--- src/hdl/z80_accumulator_flag_unit_assert.svh ---
// Assertion macros shared by the accumulator and flag unit.
`ifndef Z80_ACCUMULATOR_FLAG_UNIT_ASSERT_SVH
`define Z80_ACCUMULATOR_FLAG_UNIT_ASSERT_SVH

// Same-cycle implication, disabled while reset is low.
`define Z80AF_ASSERT_SAME(label, clk, rst_n, ante, cons) \
    label: assert property (@(posedge clk) disable iff (!rst_n) (ante) |-> (cons)) \
        else $error("z80af: same-cycle check failed");

// Next-cycle implication, disabled while reset is low.
`define Z80AF_ASSERT_NEXT(label, clk, rst_n, ante, cons) \
    label: assert property (@(posedge clk) disable iff (!rst_n) (ante) |=> (cons)) \
        else $error("z80af: next-cycle check failed");

`endif

--- src/hdl/z80af_pkg.sv ---
package z80af_pkg;

    // Operation codes carried by an item
    typedef enum logic [4:0] {
        OP_ADD   = 5'd0,
        OP_ADC   = 5'd1,
        OP_SUB   = 5'd2,
        OP_SBC   = 5'd3,
        OP_AND   = 5'd4,
        OP_XOR   = 5'd5,
        OP_OR    = 5'd6,
        OP_CP    = 5'd7,
        OP_RLCA  = 5'd8,
        OP_RRCA  = 5'd9,
        OP_RLA   = 5'd10,
        OP_RRA   = 5'd11,
        OP_DAA   = 5'd12,
        OP_CPL   = 5'd13,
        OP_SCF   = 5'd14,
        OP_CCF   = 5'd15,
        OP_NEG   = 5'd16,
        OP_LOADA = 5'd17,
        OP_LOADF = 5'd18
    } t_op;

    // Flag bit positions, as packed by PUSH AF
    localparam int unsigned FLAG_S  = 7;
    localparam int unsigned FLAG_Z  = 6;
    localparam int unsigned FLAG_U5 = 5;
    localparam int unsigned FLAG_H  = 4;
    localparam int unsigned FLAG_U3 = 3;
    localparam int unsigned FLAG_PV = 2;
    localparam int unsigned FLAG_N  = 1;
    localparam int unsigned FLAG_C  = 0;

    // Decimal adjust constants
    localparam logic [7:0] DAA_LIMIT  = 8'h99;
    localparam logic [7:0] DAA_CORR_H = 8'h60;
    localparam logic [7:0] DAA_CORR_L = 8'h06;
    localparam logic [3:0] DAA_NIB_MAX = 4'h9;

    // Architectural state: accumulator and flag byte
    typedef struct packed {
        logic [7:0] acc;
        logic [7:0] flags;
    } t_af;

endpackage

--- src/hdl/z80af_alu.sv ---
module z80af_alu import z80af_pkg::*; (
    input  t_af        i_cur,
    input  logic [4:0] i_op,
    input  logic [7:0] i_operand,
    output t_af        o_nxt
);

    // Add with carry in; returns {flags, result}
    function automatic logic [15:0] f_add(input logic [7:0] a, input logic [7:0] b,
                                          input logic cin);
        logic [8:0] sum;
        logic [4:0] half;
        logic [7:0] r;
        logic [7:0] f;
        sum  = {1'b0, a} + {1'b0, b} + {8'd0, cin};
        half = {1'b0, a[3:0]} + {1'b0, b[3:0]} + {4'd0, cin};
        r    = sum[7:0];
        f    = {r[7], (r == 8'd0), r[5], half[4], r[3],
                ((a[7] ^ r[7]) & (b[7] ^ r[7])), 1'b0, sum[8]};
        return {f, r};
    endfunction

    // Subtract with borrow in; returns {flags, result}
    function automatic logic [15:0] f_sub(input logic [7:0] a, input logic [7:0] b,
                                          input logic cin);
        logic [8:0] diff;
        logic [4:0] half;
        logic [7:0] r;
        logic [7:0] f;
        diff = {1'b0, a} - {1'b0, b} - {8'd0, cin};
        half = {1'b0, a[3:0]} - {1'b0, b[3:0]} - {4'd0, cin};
        r    = diff[7:0];
        f    = {r[7], (r == 8'd0), r[5], half[4], r[3],
                ((a[7] ^ b[7]) & (a[7] ^ r[7])), 1'b1, diff[8]};
        return {f, r};
    endfunction

    // Flags of a logic op: sign, zero, copies, even parity
    function automatic logic [7:0] f_logic(input logic [7:0] r, input logic h);
        return {r[7], (r == 8'd0), r[5], h, r[3], ~^r, 1'b0, 1'b0};
    endfunction

    logic [7:0]  a;
    logic [7:0]  f;
    logic [7:0]  v;
    logic        c;
    logic [15:0] add_res;
    logic [15:0] sub_res;
    logic [15:0] neg_res;
    logic [7:0]  daa_corr;
    logic        daa_c;
    logic [7:0]  daa_r;
    logic [7:0]  r;
    logic [7:0]  nf;

    assign a = i_cur.acc;
    assign f = i_cur.flags;
    assign v = i_operand;
    assign c = f[FLAG_C];

    // Share one adder and one subtractor across add, subtract and compare; NEG uses a second subtractor
    always_comb begin
        add_res = f_add(a, v, (t_op'(i_op) == OP_ADC) ? c : 1'b0);
        sub_res = f_sub(a, v, (t_op'(i_op) == OP_SBC) ? c : 1'b0);
        neg_res = f_sub(8'd0, a, 1'b0);
    end

    // Decimal adjust correction
    always_comb begin
        daa_corr = 8'd0;
        daa_c    = c;
        if (f[FLAG_H] || (a[3:0] > DAA_NIB_MAX)) begin
            daa_corr = daa_corr | DAA_CORR_L;
        end
        if (c || (a > DAA_LIMIT)) begin
            daa_corr = daa_corr | DAA_CORR_H;
            daa_c    = 1'b1;
        end
        daa_r = f[FLAG_N] ? (a - daa_corr) : (a + daa_corr);
    end

    // Select result and flags per operation
    always_comb begin
        r  = a;
        nf = f;
        case (t_op'(i_op))
            OP_ADD, OP_ADC: begin
                r  = add_res[7:0];
                nf = add_res[15:8];
            end
            OP_SUB, OP_SBC: begin
                r  = sub_res[7:0];
                nf = sub_res[15:8];
            end
            OP_AND: begin
                r  = a & v;
                nf = f_logic(a & v, 1'b1);
            end
            OP_XOR: begin
                r  = a ^ v;
                nf = f_logic(a ^ v, 1'b0);
            end
            OP_OR: begin
                r  = a | v;
                nf = f_logic(a | v, 1'b0);
            end
            OP_CP: begin
                nf          = sub_res[15:8];
                nf[FLAG_U5] = v[5];
                nf[FLAG_U3] = v[3];
            end
            OP_RLCA: begin
                r  = {a[6:0], a[7]};
                nf = {f[7:6], r[5], 1'b0, r[3], f[FLAG_PV], 1'b0, a[7]};
            end
            OP_RRCA: begin
                r  = {a[0], a[7:1]};
                nf = {f[7:6], r[5], 1'b0, r[3], f[FLAG_PV], 1'b0, a[0]};
            end
            OP_RLA: begin
                r  = {a[6:0], c};
                nf = {f[7:6], r[5], 1'b0, r[3], f[FLAG_PV], 1'b0, a[7]};
            end
            OP_RRA: begin
                r  = {c, a[7:1]};
                nf = {f[7:6], r[5], 1'b0, r[3], f[FLAG_PV], 1'b0, a[0]};
            end
            OP_DAA: begin
                r  = daa_r;
                nf = {daa_r[7], (daa_r == 8'd0), daa_r[5], a[4] ^ daa_r[4], daa_r[3],
                      ~^daa_r, f[FLAG_N], daa_c};
            end
            OP_CPL: begin
                r  = ~a;
                nf = {f[7:6], ~a[5], 1'b1, ~a[3], f[FLAG_PV], 1'b1, c};
            end
            OP_SCF: begin
                nf = {f[7:6], a[5], 1'b0, a[3], f[FLAG_PV], 1'b0, 1'b1};
            end
            OP_CCF: begin
                nf = {f[7:6], a[5], c, a[3], f[FLAG_PV], 1'b0, ~c};
            end
            OP_NEG: begin
                r  = neg_res[7:0];
                nf = neg_res[15:8];
            end
            OP_LOADA: begin
                r = v;
            end
            OP_LOADF: begin
                nf = v;
            end
            default: begin
                r  = a;
                nf = f;
            end
        endcase
    end

    assign o_nxt.acc   = r;
    assign o_nxt.flags = nf;

endmodule

--- src/hdl/z80_accumulator_flag_unit.sv ---
// Z80 accumulator and flag unit.
// Input channel: i_valid / o_stall carry an item (i_op, i_operand); an item
// is taken at a rising edge with i_valid high and o_stall low.
// Output channel: o_valid / i_stall carry the result (o_acc_out, o_flags_out);
// it is taken at a rising edge with o_valid high and i_stall low.
// Each item passes an input register, then the ALU logic, and its result is
// written into the accumulator and flag registers, which drive the output.
// Throughput: one item per cycle while i_stall is low, limited by the single
// accumulator/flag register that each item reads and rewrites.
// While the receiver stalls, the pending result holds and one more item is
// taken into the input register; o_stall rises only when both are full.
// Reset (synchronous, active low) clears the accumulator and flags to zero
// and empties both registers; nothing is offered at the output after reset.
module z80_accumulator_flag_unit import z80af_pkg::*; (
    input  logic       i_clk,
    input  logic       i_rst_n,
    input  logic       i_valid,
    output logic       o_stall,
    input  logic [4:0] i_op,
    input  logic [7:0] i_operand,
    output logic       o_valid,
    input  logic       i_stall,
    output logic [7:0] o_acc_out,
    output logic [7:0] o_flags_out
);

    logic       r_in_valid;
    logic       n_in_valid;
    logic [4:0] r_op;
    logic [7:0] r_operand;
    logic       r_out_valid;
    logic       n_out_valid;
    t_af        r_af;
    t_af        n_af;
    t_af        alu_nxt;
    logic       in_take;
    logic       advance;

    // Move an item into the state when the output slot is free or drains
    assign advance = r_in_valid && (!r_out_valid || !i_stall);
    assign o_stall = r_in_valid && !advance;
    assign in_take = i_valid && !o_stall;

    z80af_alu u_alu (
        .i_cur     (r_af),
        .i_op      (r_op),
        .i_operand (r_operand),
        .o_nxt     (alu_nxt)
    );

    // Next-state logic for both stages
    always_comb begin
        n_in_valid  = in_take || (r_in_valid && !advance);
        n_out_valid = advance || (r_out_valid && i_stall);
        n_af        = advance ? alu_nxt : r_af;
    end

    // Control and state registers
    always_ff @(posedge i_clk) begin
        if (!i_rst_n) begin
            r_in_valid  <= 1'b0;
            r_out_valid <= 1'b0;
            r_af        <= '0;
        end else begin
            r_in_valid  <= n_in_valid;
            r_out_valid <= n_out_valid;
            r_af        <= n_af;
        end
    end

    // Capture the item payload
    always_ff @(posedge i_clk) begin
        if (in_take) begin
            r_op      <= i_op;
            r_operand <= i_operand;
        end
    end

    assign o_valid     = r_out_valid;
    assign o_acc_out   = r_af.acc;
    assign o_flags_out = r_af.flags;

`include "z80_accumulator_flag_unit_assert.svh"

    `Z80AF_ASSERT_NEXT(a_adv_gives_out, i_clk, i_rst_n, advance, r_out_valid)
    `Z80AF_ASSERT_NEXT(a_idle_holds_state, i_clk, i_rst_n, !advance, $stable(r_af))
    `Z80AF_ASSERT_NEXT(a_loada_value, i_clk, i_rst_n,
        advance && (t_op'(r_op) == OP_LOADA), r_af.acc == $past(r_operand))
    `Z80AF_ASSERT_SAME(a_stall_full, i_clk, i_rst_n, o_stall,
        r_in_valid && r_out_valid && i_stall)

endmodule

--- config.mk ---
export PLATFORM = sky130hd
export DESIGN_NAME = z80_accumulator_flag_unit
export DESIGN_NICKNAME = d
export VERILOG_FILES = /design/src/hdl/z80af_pkg.sv /design/src/hdl/z80af_alu.sv /design/src/hdl/z80_accumulator_flag_unit.sv
export VERILOG_INCLUDE_DIRS = /design/src /design/src/hdl
export SDC_FILE = /design/constraint.sdc
export NUM_CORES = 1
export LEC_CHECK = 0
export BUFFER_PORTS_ARGS = -buffer_cell sky130_fd_sc_hd__buf_4
export CORE_MARGIN = 2
export CORE_UTILIZATION = 56
export CTS_CLUSTER_DIAMETER = 100
export DETAILED_ROUTE_END_ITERATION = 8
export GPL_ROUTABILITY_DRIVEN = 0
export PLACE_DENSITY = 0.74
export SETUP_SLACK_MARGIN = 0.05
export SLEW_MARGIN = 20
export SYNTH_ARGS = -nofsm -noshare
export SYNTH_HDL_FRONTEND = slang
export SYNTH_SLANG_ARGS = --single-unit
--- constraint.sdc ---
create_clock -name i_clk -period 3.5 [get_ports i_clk]
set_clock_uncertainty 0.2 [all_clocks]
set_input_delay 0.525 -clock i_clk [delete_from_list [all_inputs] [get_ports i_clk]]
set_output_delay 0.525 -clock i_clk [all_outputs]
set_load 0.01 [all_outputs]
# Yosys cells after proc, flatten, opt, wreduce, memory -nomap -nowiden
# Index checks and enable logic that the tools add are counted.
[op_classes] magnitude_cmp=2 muxes=8 reduce_logical=39 bitwise_logic=21 addsub=12 eq_ne=19
[op_table] op="case mux 8 bit (14 select lines)" n=1
[op_table] op="case mux 8 bit (13 select lines)" n=1
[op_table] op="logical NOT 8 bit" n=7
[op_table] op="== test 5 x 4 -> 1 bit (second input constant)" n=8
[op_table] op="nonzero test 13 bit" n=3
[op_table] op="XNOR reduction 8 bit" n=4
[op_table] op="== test 5 x 3 -> 1 bit (second input constant)" n=4
[op_table] op="== test 5 bit (second input constant)" n=3
[op_table] op="nonzero test 14 bit" n=1
[op_table] op="== test 5 x 2 -> 1 bit (second input constant)" n=2
[op_table] op="adder 8 x 8 -> 9 bit" n=1
[op_table] op="adder 9 x 1 -> 9 bit" n=1
[op_table] op="inverter 1 bit" n=9
[op_table] op="nonzero test 9 bit" n=1
[op_table] op="subtractor 1 x 8 -> 9 bit (first input constant)" n=1
[op_table] op="subtractor 8 x 8 -> 9 bit" n=1
[op_table] op="subtractor 9 x 1 -> 9 bit" n=1
[op_table] op="adder 8 x 7 -> 8 bit" n=1
[op_table] op="AND 8 bit" n=1
[op_table] op="greater-than comparator 8 bit (second input constant)" n=1
[op_table] op="two-way mux 8 bit" n=1
[op_table] op="inverter 8 bit" n=1
[op_table] op="OR 8 bit" n=1
[op_table] op="OR reduction 2 bit" n=4
[op_table] op="other kinds (23)" n=42
[totals] input_bits=17 reg_bits=31 out_inout_bits=18 word_cells=110

# Logic depth before layout (Yosys ltp)
[depth] ltp_word=8 depth_mapped=19 ltp_nobuf=19

# Hierarchy
# A second synthesis with hierarchy kept.
[hier_totals] cells_unflattened=538 hier_area_um2=4311.6
[modules_own_cells] module="z80af_alu" cells_per_inst=447 seq_area_each_um2=0.0 n_inst=1 area_each_um2=3185.6
[modules_own_cells] module="z80_accumulator_flag_unit" cells_per_inst=91 seq_area_each_um2=750.7 n_inst=1 area_each_um2=1126.1

# Worst setup path after synthesis
# Ideal clock, no wire load.
[synth_path] path_kind="reg2reg" start="register r_af (netlist bit o_acc_out[1])" end="register r_af (netlist bit o_flags_out[2])" period_less_slack_ns=3.967 t_required_ns=3.175 setup_ns=0.125 path_slack_ns=-0.467 t_arrival_ns=3.642 path_stages_with_launch=19 path_buffers=0 path_cell_list="dfxtp_1 inv_1 ha_1 o21bai_1 a221o_1 inv_1 ha_1 inv_1 o21ai_0 ha_1 a21o_1 or3_1 nand2_1 ha_1 xor2_1 xnor2_1 o221ai_1 a211oi_1 a31oi_1"
[synth_via] elab_chain_len=8 word_cells_on_any_way=28 classes_between="add/sub: 7; order compare: 2; mux: 4; bitwise: 9; reduce/logical: 6"
[synth_rtl] item="from (decl)" line_no="z80_accumulator_flag_unit.sv:33" text="t_af r_af;"
[synth_rtl] item="from (signal assigned)" line_no="z80_accumulator_flag_unit.sv:67" text="r_af <= n_af;"
[synth_rtl] item="greater-than comparator 4 bit" line_no="z80af_alu.sv:72" text="if (f[FLAG_H] || (a[3:0] > DAA_NIB_MAX)) begin"
[synth_rtl] item="logical OR 1 bit" line_no="z80af_alu.sv:72"
[synth_rtl] item="two-way mux 3 bit" line_no="z80af_alu.sv:72"
[synth_rtl] item="two-way mux 7 bit" line_no="z80af_alu.sv:75" text="if (c || (a > DAA_LIMIT)) begin"
[synth_rtl] item="adder 8 x 7 -> 8 bit / subtractor 8 x 7 -> 8 bit (equally long branches)" line_no="z80af_alu.sv:79" text="daa_r = f[FLAG_N] ? (a - daa_corr) : (a + daa_corr);"
[synth_rtl] item="two-way mux 8 bit" line_no="z80af_alu.sv:79"
[synth_rtl] item="XNOR reduction 8 bit" line_no="z80af_alu.sv:131" text="~^daa_r, f[FLAG_N], daa_c};"
[synth_rtl] item="case mux 8 bit (14 select lines) *" line_no="z80af_alu.sv:86" text="case (t_op'(i_op))"
# Mark *: on every way between the ends. The rest lies on a longest branch, timed or not.
# A chain may end at the register's enable or synchronous reset.

# Worst setup path after layout
# Ends and elaborated chain as after synthesis.

==> metrics.md <==
| Metric | Value |
|---|---|
| Clk Latency, worst-skew pair | 0.29 ns |
| Leakage | 0.00231 µW |
| Sw Pwr | 698 µW |
| Ant. Diodes | 0 |
| Met3 routed WL | 2120 µm |
| Failing checks | negative setup slack |
| Clock network power share | 0.201 |
| Tot Pwr | 1740 µW |
| Critical Path RT | 3.46 ns |
| DRC | 0 |
| Setup WS post-layout | -0.163 ns |
| Number of synthesized flops with an enable pin | 13 |
| Critical Path Fanout Max | 4 |
| Area leader, netlist | ha_1 |
| Asr flop ratio synth | 0 |
| Ports | 35 |
| Multi-input combinational cell area | 3540 µm² |
| RSZ-0062 raised after global routing | true |
| Setup total negative slack | -0.197 ns |
| H-tree depth | 2 |
| Vias in the first global route | 4595 |
| Synth Area in Adders | 0.193 |
| Final setup violation count | 2 |
| TritonCTS clock tree | built |
| Top post-synthesis cells by area | ha_1 (18%), edfxtp_1 (8.8%), dfxtp_1 (8.1%), xnor2_1 (4.9%), inv_1 (4.1%) |
| Sw frac | 0.402 |
| Via Count | 4948 |
| WL final | 16000 µm |
| Synth Area in Compound Gates | 0.257 |
| Reg area | 761 µm² |
| Max cap viols | 0 |
| Placed Cells incl. Taps | 722 |
| Netlist Area Pre-Place | 4420 µm² |
| Fin crit share | 1.05 |
| Largest net degree at the start of global routing | 30 |
| Share of the yosys chip area belonging to registers | 0.170 |
| Slew HR | 0.385 |
| Vias/cell | 6.72 |
| Final Hold Fails | 0 |
| Fill cell count | 609 |
| Worst hold start | i_op[3] |
| Non-Filler Instances | 736 |
| CP bufs+invs | 1 |
| Cell variety after synth | 75 |
| Final min period | 3.66 ns |
| Post-Synth XOR/XNOR Area | 0.0764 |
| Initial drt markers | 909 |
| Final-report max-slew violation count | 0 |
| Total Die Area | 8630 µm² |
| Power share of the combinational group | 0.559 |
| Routed wl met2 | 6920 µm |
| Post-DP HPWL | 12100 µm |
| Port bufs | 34 |
| Mean Syn Cell Area | 7.96 µm² |
| Drt wl/cell | 21.7 µm |
| HP Class | input pin to register |
| CTS Sinks | 31 |
| Site Rows | 32 |
| Die span in y | 92.9 µm |
| Origin of the critical flop-to-flop path | o_acc_out[1] |
| Synth top area share | 0.175 |
| Warnings from Yosys | 0 |
| Synthesized flop and latch total | 31 |
| Worst setup path start | o_acc_out[1] |
| Commonest cells after routing, fill and taps aside | buf_4 (98), ha_1 (57), inv_1 (44), nand2_1 (39), nor2_1 (27) |
| Top Layer Used | met4 |
| Final ANT Viol Nets | 0 |
| Pint | 1040 µW |
| Layout cells sized above 1 | 0.233 |
| Flop pwr share | 0.240 |
| Commonest non-fill, non-tap cell in the layout | buf_4 |
| Fmax | 0.273 GHz |
| Layout overhead on the synthesized area | 23.7% |
| Syn Inst Count | 556 |
| Post-Synth Simple-Gate Area | 0.212 |
| Pwr Density | 318 nW/µm² |
| Clock Path Buffers | 2 |
| Post-Route Utilization | 0.712 |
| Global-route wire length before repair | 23900 µm |
| Core area | 7690 µm² |
| Chip width | 92.9 µm |
| Starting Density | 0.576 |
| Post-layout net count | 716 |
| CP Launch Type | register |
| DRT Pass-1 Iters | 8 |
| Outcome | finished, violations left |
| Main combinational cell family by area after synthesis | compound AO/OA/AOI/OAI gates |
| CP Class | register to register |
| Mux cell area share after synthesis | 0.0232 |
| Syn nets | 639 |
| Post-synth top flop | dfxtp_1 |
| Post-Route M1 WL | 5910 µm |
| Critical Path Sink Type | register |
| Clk root buf | clkbuf_8 |
| CP most frequent cell | ha_4 |
| CP max stage delay | 0.36 ns |
| CP max stage cell | dfxtp_4 |
| Clock Pin Slew Worst Setup and Hold Paths | 0.07 ns |
| Congestion Overflow GR | 0 |
| Worst Path Arrival | 3.62 ns |
| Initial antenna violation count | 0 |
| CTS buffer count | 5 |
| Crit-path cells | clkinv_4, ha_4, o21bai_4, a21o_1, nand2_1, ha_1, nor2b_1, o21ai_1, a21oi_1, or3_4, nand2_2, ha_4, xor2_2, xnor2_1, o221ai_1, a211oi_2, a31oi_1 |
| Worst IR Drop VDD | 0.000213 V |
| All-layer global routing usage | 0.358 |
| Top delay family on crit path | compound AO/OA/AOI/OAI gates |
| Worst-Margin Slew | 0.916 ns |
[what timing repair did]
action	in CTS	in global routing
hold endpoints to repair	0	0
resized for setup	6	29
setup buffers	1	5
pin swaps	5	24
hold buffers	0	0
endpoints found under the setup margin	3	6
[path summary, 6_finish.rpt]
check                   end  cells after the start  slack [ns]
max          o_flags_out[2]                     17       -0.16
min                 r_op[3]                      1        0.21
max reg2reg  o_flags_out[2]                     17       -0.16
min reg2reg  o_flags_out[5]                      2        0.27
[cell usage after synthesis (4+ instances only)]
library cell / count
nor2b_1: 13
a21boi_0: 4
a22oi_1: 5
ha_1: 62
xnor2_1: 25
mux2i_1: 8
buf_2: 7
a21oi_1: 25
a221oi_1: 5
a32oi_1: 5
nor2_1: 27
and2_1: 4
o22ai_1: 5
clkbuf_1: 18
o21ai_0: 30
nand2_1: 41
or3_1: 4
xor2_1: 11
nor3_1: 10
a31oi_1: 9
o211ai_1: 6
inv_1: 48
and3_1: 5
dfxtp_1: 18
a21o_1: 7
edfxtp_1: 13
o21a_1: 8
nor3b_1: 5
and4_1: 5
a211oi_1: 8
o2111ai_1: 6
fa_1: 4
nand2b_1: 10
nand3_1: 22
[state kept, by name, indices dropped and copies added (netlist names)]
register and flops:
o_acc_out 8, o_flags_out 8, o_valid 1, r_in_valid 1
r_op 5, r_operand 8
[logic make-up (layout without fill, tap and decap cells)]
family	after synthesis	count (layout)
adders and majority gates	66	66
xor gates and xnor gates	37	37
muxes	10	10
AOI/OAI and AO/OA	162	162
buffers and inverters	77	155
DFF	31	31
and+or+nand+nor	173	173
[stage by stage]
stage               hold slack [ns]  worst slack (ns)  area, µm²
CTS                           0.211            -0.169       5300
global placement              0.256           -0.0901       5160
global route                  0.206            -0.275       5470
detailed placement            0.265            -0.184       5160
finish                        0.209            -0.163       5470
floorplan                     0.267           -0.0557       4470
[worst reg2reg max path, delay by kind of cell, from the launching register on]
kind	cells	cell delay, ns
xor+xnor	2	0.31
flops	1	0.36
simple gates	4	0.70
fa+ha+maj	3	0.70
compound gates	7	1.22
buf+inv	1	0.07
[layer usage]
metal,vias to the layer above,global-route usage
met4,0,0.174
met3,108,0.0928
met2,418,0.559
met5,-,0
li1,2206,-
met1,2216,0.459
[final cells by class]
| cell class | count | area share |
|---|---|---|
| flip-flops and latches | 31 | 0.139 |
| clock inverters | 3 | 0.00709 |
| inverters | 48 | 0.0347 |
| well taps | 102 | 0.0233 |
| multi-input cells | 448 | 0.647 |
| repair buffers | 99 | 0.136 |
| clock buffers | 5 | 0.0126 |
[power groups by stage]
stage	Combinational (µW)	Clock (µW)	Sequential, µW
2_1_floorplan	559	0	429
3_3_place_gp	836	0	423
3_5_place_dp	858	0	424
4_1_cts	871	348	415
5_1_grt	1040	359	419
6_report	972	349	417
Power figures use the tool's default switching activity.
